`src/rtl/abe_pkg.sv`:
```
// ----------------------------------------------------------------------------
// abe_pkg: shared types and constants of the audio bucket envelope
// payload structs, sequencer states, arithmetic unit commands, register indexes
// ----------------------------------------------------------------------------
package abe_pkg;

	// upper limits applied to the bucket registers
	localparam int unsigned MAX_SEGMENTS      = 4096;
	localparam int unsigned MAX_BUCKET_FRAMES = 65535;

	// datapath widths
	localparam int SUM_W     = 46;  // sum of squares
	localparam int SQ_W      = 32;  // one square
	localparam int DIVISOR_W = 17;  // frame count, 65536 on wrap
	localparam int ROOT_IN_W = 32;  // mean square fed to the root
	localparam int RMS_W     = 16;
	localparam int REM_W     = 18;  // partial remainder of divide and root
	localparam int STEP_W    = 6;

	// iteration counts of the shared unit
	localparam logic [STEP_W-1:0] DIV_STEPS  = STEP_W'(SUM_W);
	localparam logic [STEP_W-1:0] ROOT_STEPS = STEP_W'(ROOT_IN_W / 2);

	// configuration register indexes
	localparam logic [1:0] CFG_SAMPLE_FORMAT = 2'd0;
	localparam logic [1:0] CFG_BUCKET_FRAMES = 2'd1;
	localparam logic [1:0] CFG_BUCKET_COUNT  = 2'd2;

	typedef enum logic [2:0] {
		FMT_U8,
		FMT_S8,
		FMT_U16,
		FMT_S16,
		FMT_U32,
		FMT_S32,
		FMT_F32,
		FMT_UNKNOWN
	} sample_fmt_t;

	typedef struct packed {
		logic [31:0] sample_word;
		logic        window_start;
	} frame_t;

	typedef struct packed {
		logic [11:0]        bucket_index;
		logic signed [15:0] min_level;
		logic signed [15:0] max_level;
		logic [15:0]        rms_level;
		logic               last_bucket;
	} bucket_t;

	typedef enum logic [2:0] {
		ARITH_IDLE,
		ARITH_LOAD,
		ARITH_DIV,
		ARITH_ROOT_INIT,
		ARITH_ROOT
	} arith_op_t;

	typedef enum logic [2:0] {
		ST_IDLE,
		ST_SQUARE,
		ST_ACCUM,
		ST_LOAD,
		ST_DIV,
		ST_ROOT_INIT,
		ST_ROOT,
		ST_EMIT
	} state_t;

endpackage

```
`src/rtl/abe_arith.sv`:
```
// ----------------------------------------------------------------------------
// abe_arith: shared divide and square root unit
// one subtractor runs a restoring divide, then a digit-by-digit square root
// ----------------------------------------------------------------------------
module abe_arith
	import abe_pkg::*;
(
	input  logic                 clk,
	input  arith_op_t            op,
	input  logic [SUM_W-1:0]     dividend,
	input  logic [DIVISOR_W-1:0] divisor,
	output logic [RMS_W-1:0]     root
);

	localparam int SUB_W = REM_W + 2;

	logic [SUM_W-1:0]     work_q;     // dividend out at top, quotient in at bottom
	logic [DIVISOR_W-1:0] divisor_q;
	logic [REM_W-1:0]     rem_q;
	logic [RMS_W-1:0]     root_q;

	logic [SUB_W-1:0] sub_a;
	logic [SUB_W-1:0] sub_b;
	logic [SUB_W:0]   diff;
	logic             borrow;

	// operand selection for the shared subtractor
	always_comb begin
		sub_a = '0;
		sub_b = '0;
		case (op)
			ARITH_DIV: begin
				sub_a = SUB_W'({rem_q, work_q[SUM_W-1]});
				sub_b = SUB_W'(divisor_q);
			end
			ARITH_ROOT: begin
				sub_a = {rem_q, work_q[ROOT_IN_W-1 -: 2]};
				sub_b = SUB_W'({root_q, 2'b01});
			end
			default: begin
			end
		endcase
		diff   = {1'b0, sub_a} - {1'b0, sub_b};
		borrow = diff[SUB_W];
	end

	// one quotient or root bit per step
	always_ff @(posedge clk) begin
		case (op)
			ARITH_LOAD: begin
				work_q    <= dividend;
				divisor_q <= divisor;
				rem_q     <= '0;
			end
			ARITH_DIV: begin
				rem_q  <= borrow ? sub_a[REM_W-1:0] : diff[REM_W-1:0];
				work_q <= {work_q[SUM_W-2:0], ~borrow};
			end
			ARITH_ROOT_INIT: begin
				rem_q  <= '0;
				root_q <= '0;
			end
			ARITH_ROOT: begin
				rem_q  <= borrow ? sub_a[REM_W-1:0] : diff[REM_W-1:0];
				root_q <= {root_q[RMS_W-2:0], ~borrow};
				work_q <= {work_q[SUM_W-3:0], 2'b00};
			end
			default: begin
			end
		endcase
	end

	assign root = root_q;

endmodule

```
`src/rtl/audio_bucket_envelope.sv`:
```
// ----------------------------------------------------------------------------
// audio_bucket_envelope: min / max / rms envelope of an audio sample stream
// normalizes raw samples to q1.15 and reports one envelope per bucket
// ----------------------------------------------------------------------------
// usage
//   frame channel: one raw sample word per request, with window_start to
//   restart the bucket index and accumulators before that sample
//   bucket channel: one request per closed bucket with index, min, max, rms
//   cfg channel: register writes, always ready; the user must write only
//   while the block is idle, which the block itself leaves unenforced
//   samples: one that does not close a bucket is accepted, squared and
//   accumulated; one that closes a bucket adds load, 46 divide steps,
//   root setup and 16 root steps on the shared subtractor, plus emit;
//   one ignored after the window is finished is accepted and dropped;
//   frame_stall is high while a sample is being worked on
// reset
//   format s16, one frame per bucket, one bucket per window, empty bucket
// receiver stall
//   a finished bucket sits in the output register; the next samples are
//   taken meanwhile, and a further bucket waits in the emit step until free
// ----------------------------------------------------------------------------
module audio_bucket_envelope
	import abe_pkg::*;
(
	input  logic        clk,
	input  logic        arst_n,
	// sample requests
	input  logic        frame_valid,
	output logic        frame_stall,
	input  frame_t      frame,
	// bucket results
	output logic        bucket_valid,
	input  logic        bucket_stall,
	output bucket_t     bucket,
	// configuration writes
	input  logic        cfg_valid,
	output logic        cfg_ready,
	input  logic [1:0]  cfg_index,
	input  logic [15:0] cfg_data
);

	state_t state_q;
	state_t state_next;

	sample_fmt_t fmt_q;
	logic [15:0] frames_cfg_q;
	logic [12:0] count_cfg_q;
	logic [15:0] frames_eff;
	logic [12:0] count_eff;

	logic [15:0]        fib_q;
	logic [12:0]        cur_q;
	logic signed [15:0] min_q;
	logic signed [15:0] max_q;
	logic [SUM_W-1:0]   sum_q;
	logic [STEP_W-1:0]  cnt_q;

	logic signed [15:0] sample_s1;
	logic [SQ_W-1:0]    sq_s2;
	logic signed [31:0] prod;

	logic             accept;
	logic [12:0]      cur_start;
	logic             ignore;
	logic             close;
	logic             out_free;
	logic             emit;
	arith_op_t        arith_op;
	logic [DIVISOR_W-1:0] divisor;
	logic [RMS_W-1:0] root;
	logic signed [15:0] norm;

	// float32 to q1.15, truncated toward zero, saturated beyond full scale
	function automatic logic signed [15:0] float_to_q15(input logic [31:0] w);
		logic [7:0]  e;
		logic [22:0] man;
		logic [23:0] m;
		logic [4:0]  sh;
		logic [15:0] mag;
		logic signed [15:0] r;
		e   = w[30:23];
		man = w[22:0];
		m   = {1'b1, man};
		sh  = 5'(8'd135 - e);
		mag = 16'(m >> sh);
		if (e == 8'hFF && man != '0) begin
			r = '0;
		end else if (e >= 8'd127) begin
			r = w[31] ? 16'sh8000 : 16'sh7FFF;
		end else if (e <= 8'd111) begin
			r = '0;
		end else begin
			r = w[31] ? -signed'(mag) : signed'(mag);
		end
		return r;
	endfunction

	// raw word to q1.15 in the configured format
	always_comb begin
		case (fmt_q)
			FMT_U8:  norm = {~frame.sample_word[7], frame.sample_word[6:0], 8'h00};
			FMT_S8:  norm = {frame.sample_word[7:0], 8'h00};
			FMT_U16: norm = {~frame.sample_word[15], frame.sample_word[14:0]};
			FMT_S16: norm = frame.sample_word[15:0];
			FMT_U32: norm = {~frame.sample_word[31], frame.sample_word[30:16]};
			FMT_S32: norm = frame.sample_word[31:16];
			FMT_F32: norm = float_to_q15(frame.sample_word);
			default: norm = '0;
		endcase
	end

	// effective bucket size and count
	always_comb begin
		if (frames_cfg_q == '0) begin
			frames_eff = 16'd1;
		end else if (32'(frames_cfg_q) > MAX_BUCKET_FRAMES) begin
			frames_eff = 16'(MAX_BUCKET_FRAMES);
		end else begin
			frames_eff = frames_cfg_q;
		end
		if (count_cfg_q == '0) begin
			count_eff = 13'd1;
		end else if (32'(count_cfg_q) > MAX_SEGMENTS) begin
			count_eff = 13'(MAX_SEGMENTS);
		end else begin
			count_eff = count_cfg_q;
		end
	end

	// request and window decisions
	assign accept    = frame_valid && !frame_stall;
	assign cur_start = frame.window_start ? '0 : cur_q;
	assign ignore    = cur_start >= count_eff;
	assign close     = (fib_q == '0) || (fib_q >= frames_eff);
	assign out_free  = !bucket_valid || !bucket_stall;
	assign divisor   = (fib_q == '0) ? {1'b1, 16'h0000} : {1'b0, fib_q};
	assign prod      = sample_s1 * sample_s1;
	assign cfg_ready = 1'b1;

	// sequencer next state
	always_comb begin
		state_next = state_q;
		case (state_q)
			ST_IDLE:      if (accept && !ignore) state_next = ST_SQUARE;
			ST_SQUARE:    state_next = ST_ACCUM;
			ST_ACCUM:     state_next = close ? ST_LOAD : ST_IDLE;
			ST_LOAD:      state_next = ST_DIV;
			ST_DIV:       if (cnt_q == '0) state_next = ST_ROOT_INIT;
			ST_ROOT_INIT: state_next = ST_ROOT;
			ST_ROOT:      if (cnt_q == '0) state_next = ST_EMIT;
			ST_EMIT:      if (out_free) state_next = ST_IDLE;
			default:      state_next = ST_IDLE;
		endcase
	end

	// sequencer outputs
	always_comb begin
		frame_stall = 1'b1;
		arith_op    = ARITH_IDLE;
		emit        = 1'b0;
		case (state_q)
			ST_IDLE:      frame_stall = 1'b0;
			ST_LOAD:      arith_op = ARITH_LOAD;
			ST_DIV:       arith_op = ARITH_DIV;
			ST_ROOT_INIT: arith_op = ARITH_ROOT_INIT;
			ST_ROOT:      arith_op = ARITH_ROOT;
			ST_EMIT:      emit = out_free;
			default: begin
			end
		endcase
	end

	// state and step counter
	always_ff @(posedge clk or negedge arst_n) begin
		if (!arst_n) begin
			state_q <= ST_IDLE;
			cnt_q   <= '0;
		end else begin
			state_q <= state_next;
			case (state_q)
				ST_LOAD:      cnt_q <= DIV_STEPS - STEP_W'(1);
				ST_ROOT_INIT: cnt_q <= ROOT_STEPS - STEP_W'(1);
				ST_DIV,
				ST_ROOT:      cnt_q <= cnt_q - STEP_W'(1);
				default: begin
				end
			endcase
		end
	end

	// configuration registers
	always_ff @(posedge clk or negedge arst_n) begin
		if (!arst_n) begin
			fmt_q        <= FMT_S16;
			frames_cfg_q <= 16'd1;
			count_cfg_q  <= 13'd1;
		end else if (cfg_valid && cfg_ready) begin
			case (cfg_index)
				CFG_SAMPLE_FORMAT: fmt_q <= sample_fmt_t'(cfg_data[2:0]);
				CFG_BUCKET_FRAMES: frames_cfg_q <= cfg_data;
				CFG_BUCKET_COUNT:  count_cfg_q <= cfg_data[12:0];
				default: begin
				end
			endcase
		end
	end

	// sample and square pipeline
	always_ff @(posedge clk) begin
		if (accept) begin
			sample_s1 <= norm;
		end
		if (state_q == ST_SQUARE) begin
			sq_s2 <= SQ_W'(unsigned'(prod));
		end
	end

	// bucket accumulators
	always_ff @(posedge clk or negedge arst_n) begin
		if (!arst_n) begin
			fib_q <= '0;
			cur_q <= '0;
			min_q <= 16'sh7FFF;
			max_q <= 16'sh8000;
			sum_q <= '0;
		end else begin
			if (accept && frame.window_start) begin
				fib_q <= '0;
				cur_q <= '0;
				min_q <= 16'sh7FFF;
				max_q <= 16'sh8000;
				sum_q <= '0;
			end
			if (state_q == ST_SQUARE) begin
				if (sample_s1 < min_q) min_q <= sample_s1;
				if (sample_s1 > max_q) max_q <= sample_s1;
				fib_q <= fib_q + 16'd1;
			end
			if (state_q == ST_ACCUM) begin
				sum_q <= sum_q + {{(SUM_W-SQ_W){1'b0}}, sq_s2};
			end
			if (emit) begin
				fib_q <= '0;
				cur_q <= cur_q + 13'd1;
				min_q <= 16'sh7FFF;
				max_q <= 16'sh8000;
				sum_q <= '0;
			end
		end
	end

	// output register
	always_ff @(posedge clk or negedge arst_n) begin
		if (!arst_n) begin
			bucket_valid <= 1'b0;
		end else if (emit) begin
			bucket_valid <= 1'b1;
		end else if (!bucket_stall) begin
			bucket_valid <= 1'b0;
		end
	end

	always_ff @(posedge clk) begin
		if (emit) begin
			bucket.bucket_index <= cur_q[11:0];
			bucket.min_level    <= min_q;
			bucket.max_level    <= max_q;
			bucket.rms_level    <= root;
			bucket.last_bucket  <= (cur_q + 13'd1) == count_eff;
		end
	end

	abe_arith u_arith (
		.clk      (clk),
		.op       (arith_op),
		.dividend (sum_q),
		.divisor  (divisor),
		.root     (root)
	);

	// checks
	a_new_result_from_emit: assert property (@(posedge clk) disable iff (!arst_n)
		bucket_valid && !$past(bucket_valid) |-> $past(state_q) == ST_EMIT)
		else $error("bucket result appeared outside the emit step");

	a_div_counts_down: assert property (@(posedge clk) disable iff (!arst_n)
		state_q == ST_DIV && cnt_q != '0 |=>
		state_q == ST_DIV && cnt_q == $past(cnt_q) - STEP_W'(1))
		else $error("divide step counter out of sequence");

	a_bucket_index_bound: assert property (@(posedge clk) disable iff (!arst_n)
		32'(cur_q) <= MAX_SEGMENTS)
		else $error("bucket index beyond window limit");

	a_rms_bound: assert property (@(posedge clk) disable iff (!arst_n)
		bucket_valid |-> bucket.rms_level <= 16'd32768)
		else $error("rms above full scale");

	a_emit_clears_bucket: assert property (@(posedge clk) disable iff (!arst_n)
		emit |=> fib_q == '0 && sum_q == '0)
		else $error("accumulators not cleared after bucket close");

endmodule
```
`config.mk`:
```
export PLATFORM = sky130hd
export DESIGN_NAME = audio_bucket_envelope
export DESIGN_NICKNAME = d
export VERILOG_FILES = /design/src/rtl/abe_pkg.sv /design/src/rtl/abe_arith.sv /design/src/rtl/audio_bucket_envelope.sv
export SDC_FILE = /design/constraint.sdc
export NUM_CORES = 1
export LEC_CHECK = 0
export ABC_AREA = 1
export BUFFER_PORTS_ARGS = -buffer_cell sky130_fd_sc_hd__buf_2
export CAP_MARGIN = 20
export CELL_PAD_IN_SITES_DETAIL_PLACEMENT = 0
export CELL_PAD_IN_SITES_GLOBAL_PLACEMENT = 1
export CORE_ASPECT_RATIO = 0.9
export CORE_UTILIZATION = 40
export DETAILED_ROUTE_END_ITERATION = 8
export PLACE_DENSITY = 0.71
export SKIP_CTS_REPAIR_TIMING = 1
export SLEW_MARGIN = 40
export SYNTH_ARGS = -nofsm -noshare
export SYNTH_HDL_FRONTEND = slang
export SYNTH_SLANG_ARGS = --single-unit
```
`constraint.sdc`:
```
create_clock -name clk -period 9.3 [get_ports clk]
set_clock_uncertainty 0.2 [all_clocks]
set_input_delay 0.93 -clock clk [delete_from_list [all_inputs] [get_ports clk]]
set_output_delay 0.93 -clock clk [all_outputs]
set_load 0.005 [all_outputs]
```
==> flow_summary.toml, run 1 <==
[worst_setup_path]
slowest_stage = "fa_1"
crit_fanout = 20
critical_path.startpoint_type = "flip-flop"
path_cells = "nand2_1 > inv_1 > fa_1 > fa_1 > fa_1 > fa_1 > fa_1 > inv_1 > fa_1 > inv_1 > ha_1 > nand2_1 > nor4_1 > nand4_1 > nand3_1 > a21o_1 > a31oi_1 > xnor2_1"
arrival_ps = 6970
cp.required_ps = 9430
slowest_delay_ps = 910
cp_common_cell = "fa_1"
worstSetupPathType = "flip-flop to flip-flop"
cp-end-kind = "flip-flop"

[final_layout]
final_cell_area_um2 = 33100
num_antenna_cells = 0
drive_gt1_frac = 0.0778
num-nets-final = 4179
num-fill-cells = 7505
syn2layout_area_growth_pct = 9.68

[sta]
finalHoldViolCount = 0
tightest_slew_ps = 843
max_slew_margin = 0.438
setup_viol = 0
fin_setup_tns_ps = 0
fmax_mhz = 146
min_period_ps = 6830
rsz0062_at_grt = "no"
fin_crit_sh = 0.735
holdWs_ps = 104
finalMaxSlewViolations = 0

[floorplan]
coreArea_um2 = 74600
chipHeight_um = 263
die_area_um2 = 76600
initial_core_util = 0.405
rows = 95
die_w_um = 292
num_io_pins = 120

[synth]
synth.top_cells.by_area = "edfxtp_1, fa_1, dfrtp_1"
synth_top_area_cell = "edfxtp_1"
syn_nets = 4118
synth_cells = 3620
synth.most_common_cell = "nand2_1"
ys_warn_count = 0
synth.yosys.seq_area_share = 0.328
postSynthAreaPerCell_um2 = 8.34
synthArstFlopShare = 0.421
synthFlopType = "edfxtp_1"
netlist_area_um2 = 30200
synth_top_area_frac = 0.204
synth_cell_type_count = 60
synth.top_cells.by_count = "nand2_1, inv_1, fa_1"
synth_enable_flop_cells = 205
synth_seq_cells = 354

[cts]
clkTransAtPathRegs_ps = 60
clock_latency_ps = 580
cts_tree = "built"
cts_sinks = 354
cts_max_level = 2
cts_made_buffers = 40
clk_path_buf_depth = 3
root_buffer = "clkbuf_16"

[routing]
drt_iter0_drc = 1429
ant_nets = 0
drc = 0
routed_wl_um = 80100
dr.pass1.iters = 5
wl_per_cell_um = 17.1
avgViaCountPerCell = 5.03
num_vias = 23600

[worst_hold_path]
min_path_type = "input port to async pin"

[global_routing]
antenna_found_initial = 0
grt_pass1_wl_um = 131000
grt_remaining_overflow = 0
grt_pass1_vias = 23800
grt_use_total = 0.213
grt_start_max_net_pins = 65

[placed_design]
gp_congestion = 0.863
place_area_um2 = 31700
numPortBuffers = 118
dp_hpwl_um = 61000

[job]
maxCapViolations = 0

[run_status]
status = "finished, final reports clean"
[path summary, 6_finish.rpt]
path / end / depth (start not counted) / slack (ps) / start
min reg2reg: bucket[12]$_DFFE_PP_ / 0 / 250 / u_arith.root[11]$_SDFFCE_PN0P_
max reg2reg: sq_s2[29]$_DFFE_PP_ / 18 / 2470 / sample_s1[1]$_DFFE_PP_
max in group asynchronous: frames_cfg_q[0]$_DFFE_PN1P_ / 3 / 7150 / arst_n
min in group clk: bucket[12]$_DFFE_PP_ / 0 / 250 / u_arith.root[11]$_SDFFCE_PN0P_
min: sum_q[25]$_DFFE_PN0P_ / 1 / 100 / arst_n
max: sq_s2[29]$_DFFE_PP_ / 18 / 2470 / sample_s1[1]$_DFFE_PP_
[state kept, by name, indices dropped and copies added, names as in the netlist, 16 cells and up]
register	count
sq_s2	31
max_q	16
sum_q	46
frames_cfg_q	16
u_arith.work_q	46
min_q	16
bucket	61
u_arith.divisor_q	17
sample_s1	16
u_arith.root	16
fib_q	16
u_arith.rem_q	18
[metal layers]
metal / wire, µm / track usage / vias to the layer above
li1: - / - / 11800
met1: 39800 / 0.316 / 11300
met2: 35200 / 0.334 / 466
met3: 3820 / 0.0249 / 82
met4: 1300 / 0.0394 / 0
met5: 0 / 0 / -
[cell families (layout without fill, tap and decap cells)]
kind of cell / count (synthesis) / count (layout) / synth area share
compound gates: 603 / 603 / 0.115
xor+xnor: 99 / 99 / 0.0290
fa+ha+maj: 442 / 442 / 0.242
buf+inv: 868 / 961 / 0.111
flops: 354 / 354 / 0.328
mux: 3 / 3 / 0.000994
other cells: 1 / 1 / 0.000124
simple gates: 1250 / 1250 / 0.174
[cells in the final DEF, fill, tap and decap left out, types with 117 or more instances in the layout]
cell type	n
fa_1	238
nor2_1	205
nand2_1	732
nand3_1	188
o21ai_0	221
ha_1	204
dfrtp_1	129
buf_2	117
a21oi_1	172
inv_1	729
edfxtp_1	205
[per-stage QoR]
stage | utilization | setup WS (ps) | cells
2_1_floorplan | - | 2920 | 3620
3_3_place_gp | 0.424 | 2310 | 4605
3_5_place_dp | 0.425 | 2420 | 4608
4_1_cts | 0.443 | 2400 | 4682
5_1_grt | 0.444 | 1970 | 4683
6_report | 0.444 | 2470 | 4683
[critical path, delay by kind of cell, from the launching register on]
kind / cells / cell delay, ps
xor gates and xnor gates: 1 / 140
AOI/OAI and AO/OA: 2 / 250
and+or+nand+nor: 5 / 970
buffers and inverters: 3 / 290
adders and majority gates: 7 / 3870
DFF: 1 / 850
[layout make-up]
class | count | area, µm² | share of cell area
multi-input cells | 2398 | 17000 | 0.513
flip-flops and latches | 354 | 9910 | 0.299
inverters | 741 | 2790 | 0.0842
well taps | 970 | 1210 | 0.0366
clock buffers | 61 | 1170 | 0.0354
repair buffers | 146 | 826 | 0.0249
clock inverters | 13 | 209 | 0.00631
Power of run 1 is left out: the tool's default activity adds up to more than one toggle a clock period on the data nets, which glitch-free logic cannot reach.
==> run 2: changes to the inputs <==
Settings changed: PLACE_DENSITY 0.71 to 0.74.
Clock period 9.3 ns to 6.14 ns, I/O delays scaled along.
==> run 2 against run 1 <==
Compared with the run above: final cell count grew 1.8%; sequential share of layout area shrank 1.1 points; global-route usage shrank 0.49 points; largest cell class unchanged; highest routed layer unchanged.
==> flow_summary.toml, run 2 (synthesis results as in run 1) <==
[sta]
finalHoldViolCount = 0
setup_ws_ps = 156
fin_setup_tns_ps = 0
fin_crit_sh = 0.975
fmax_mhz = 167
holdWs_ps = 88.4
setup_viol = 0
max_slew_margin = 0.460
finalMaxSlewViolations = 0
rsz0062_at_grt = "yes"
tightest_slew_ps = 810
min_period_ps = 5980

[worst_setup_path]
slowest_stage = "fa_2"
cp-end-kind = "flip-flop"
slowest_delay_ps = 630
arrival_ps = 6100
cp_common_cell = "fa_1"
critical_path.startpoint_type = "flip-flop"
crit_fanout = 6
path_cells = "buf_6 > nand2_2 > inv_1 > fa_2 > fa_2 > buf_6 > fa_1 > fa_1 > fa_1 > inv_1 > fa_1 > inv_1 > ha_1 > a21oi_2 > o21ai_1 > a221oi_2 > o221ai_1 > xor2_1"
worstSetupPathType = "flip-flop to flip-flop"
cp.required_ps = 6260

[cts]
cts_max_level = 2
clkTransAtPathRegs_ps = 60
cts_made_buffers = 40
cts_tree = "built"
root_buffer = "clkbuf_16"
clk_path_buf_depth = 3
clock_latency_ps = 580
cts_sinks = 354

[final_layout]
final_common_cell = "inv_1"
layout_common_cells = "inv_1, nand2_1, fa_1, o21ai_0, edfxtp_1"
num-nets-final = 4260
drive_gt1_frac = 0.119
reg.largest.list = "bucket (61), sum_q (46), u_arith.work_q (46)"
regMostFlops = "bucket"
syn2layout_area_growth_pct = 13.7
utilization = 0.460
num-fill-cells = 7412
largest_reg_flops = 61

[floorplan]
die_area_um2 = 76600
die_w_um = 292
num_io_pins = 120
rows = 95
chipHeight_um = 263
coreArea_um2 = 74600
initial_core_util = 0.405

[routing]
routed_wl_um = 79000
drt_iter0_drc = 1582
wl_per_cell_um = 16.6
dr.pass1.iters = 5
ant_nets = 0
num_vias = 23900
drc = 0
avgViaCountPerCell = 5.01

[placed_design]
dp_hpwl_um = 60400
gp_congestion = 0.875
dpl_worst_slack_ps = -24.0
numPortBuffers = 118

[global_routing]
grt_pass1_vias = 23800
antenna_found_initial = 0
grt_remaining_overflow = 0
grt_pass1_wl_um = 128000
grt_use_total = 0.208
grt_start_max_net_pins = 127

[run_status]
status = "finished, final reports clean"

[job]
maxCapViolations = 0

[worst_hold_path]
min_path_type = "input port to flip-flop"
==> run 2: metal layers <==
layer,global-route usage,share of wire
met1,0.310,0.50
met2,0.320,0.44
met3,0.0290,0.048
met4,0.0422,0.018
met5,0,0
==> run 2: path summary, 6_finish.rpt <==
| path | slack, ps | to | start | depth (start not counted) |
|---|---|---|---|---|
| max | 160 | sq_s2[31]$_DFFE_PP_ | sample_s1[15]$_DFFE_PP_ | 18 |
| min | 90 | frames_cfg_q[15]$_DFFE_PN0P_ | cfg_data[15] | 3 |
| max reg2reg | 160 | sq_s2[31]$_DFFE_PP_ | sample_s1[15]$_DFFE_PP_ | 18 |
| min reg2reg | 250 | bucket[8]$_DFFE_PP_ | u_arith.root[7]$_SDFFCE_PN0P_ | 0 |
| max in group asynchronous | 4340 | min_q[1]$_DFF_PN1_ | arst_n | 4 |
| min in group asynchronous | 280 | sum_q[29]$_DFFE_PN0P_ | arst_n | 2 |
==> run 2: layout make-up <==
class	count	area (µm²)	area share
antenna	1	2.50	0.0000729
tap	970	1210	0.0353
clock buffer	50	1120	0.0326
sequential	354	9910	0.289
timing repair buffer	227	1640	0.0476
clock inverter	24	280	0.00816
inverter	741	2790	0.0812
multi-input combinational	2398	17400	0.506
==> run 2: per-stage QoR <==
step                std cells  cell area (µm²)
floorplan                3620            30200
global placement         4665            32200
detailed placement       4665            32300
CTS                      4739            33700
global route             4764            34300
finish                   4765            34300
==> run 2: worst max-delay path, delay by kind of cell (launching register included) <==
family                     cells  cell delay (ps)
AOI/OAI and AO/OA              4              660
DFF                            1              540
adders and majority gates      7             3510
xor gates and xnor gates       1              170
buffers and inverters          5              530
and+or+nand+nor                1              100
Power of run 2 is left out for the same reason.
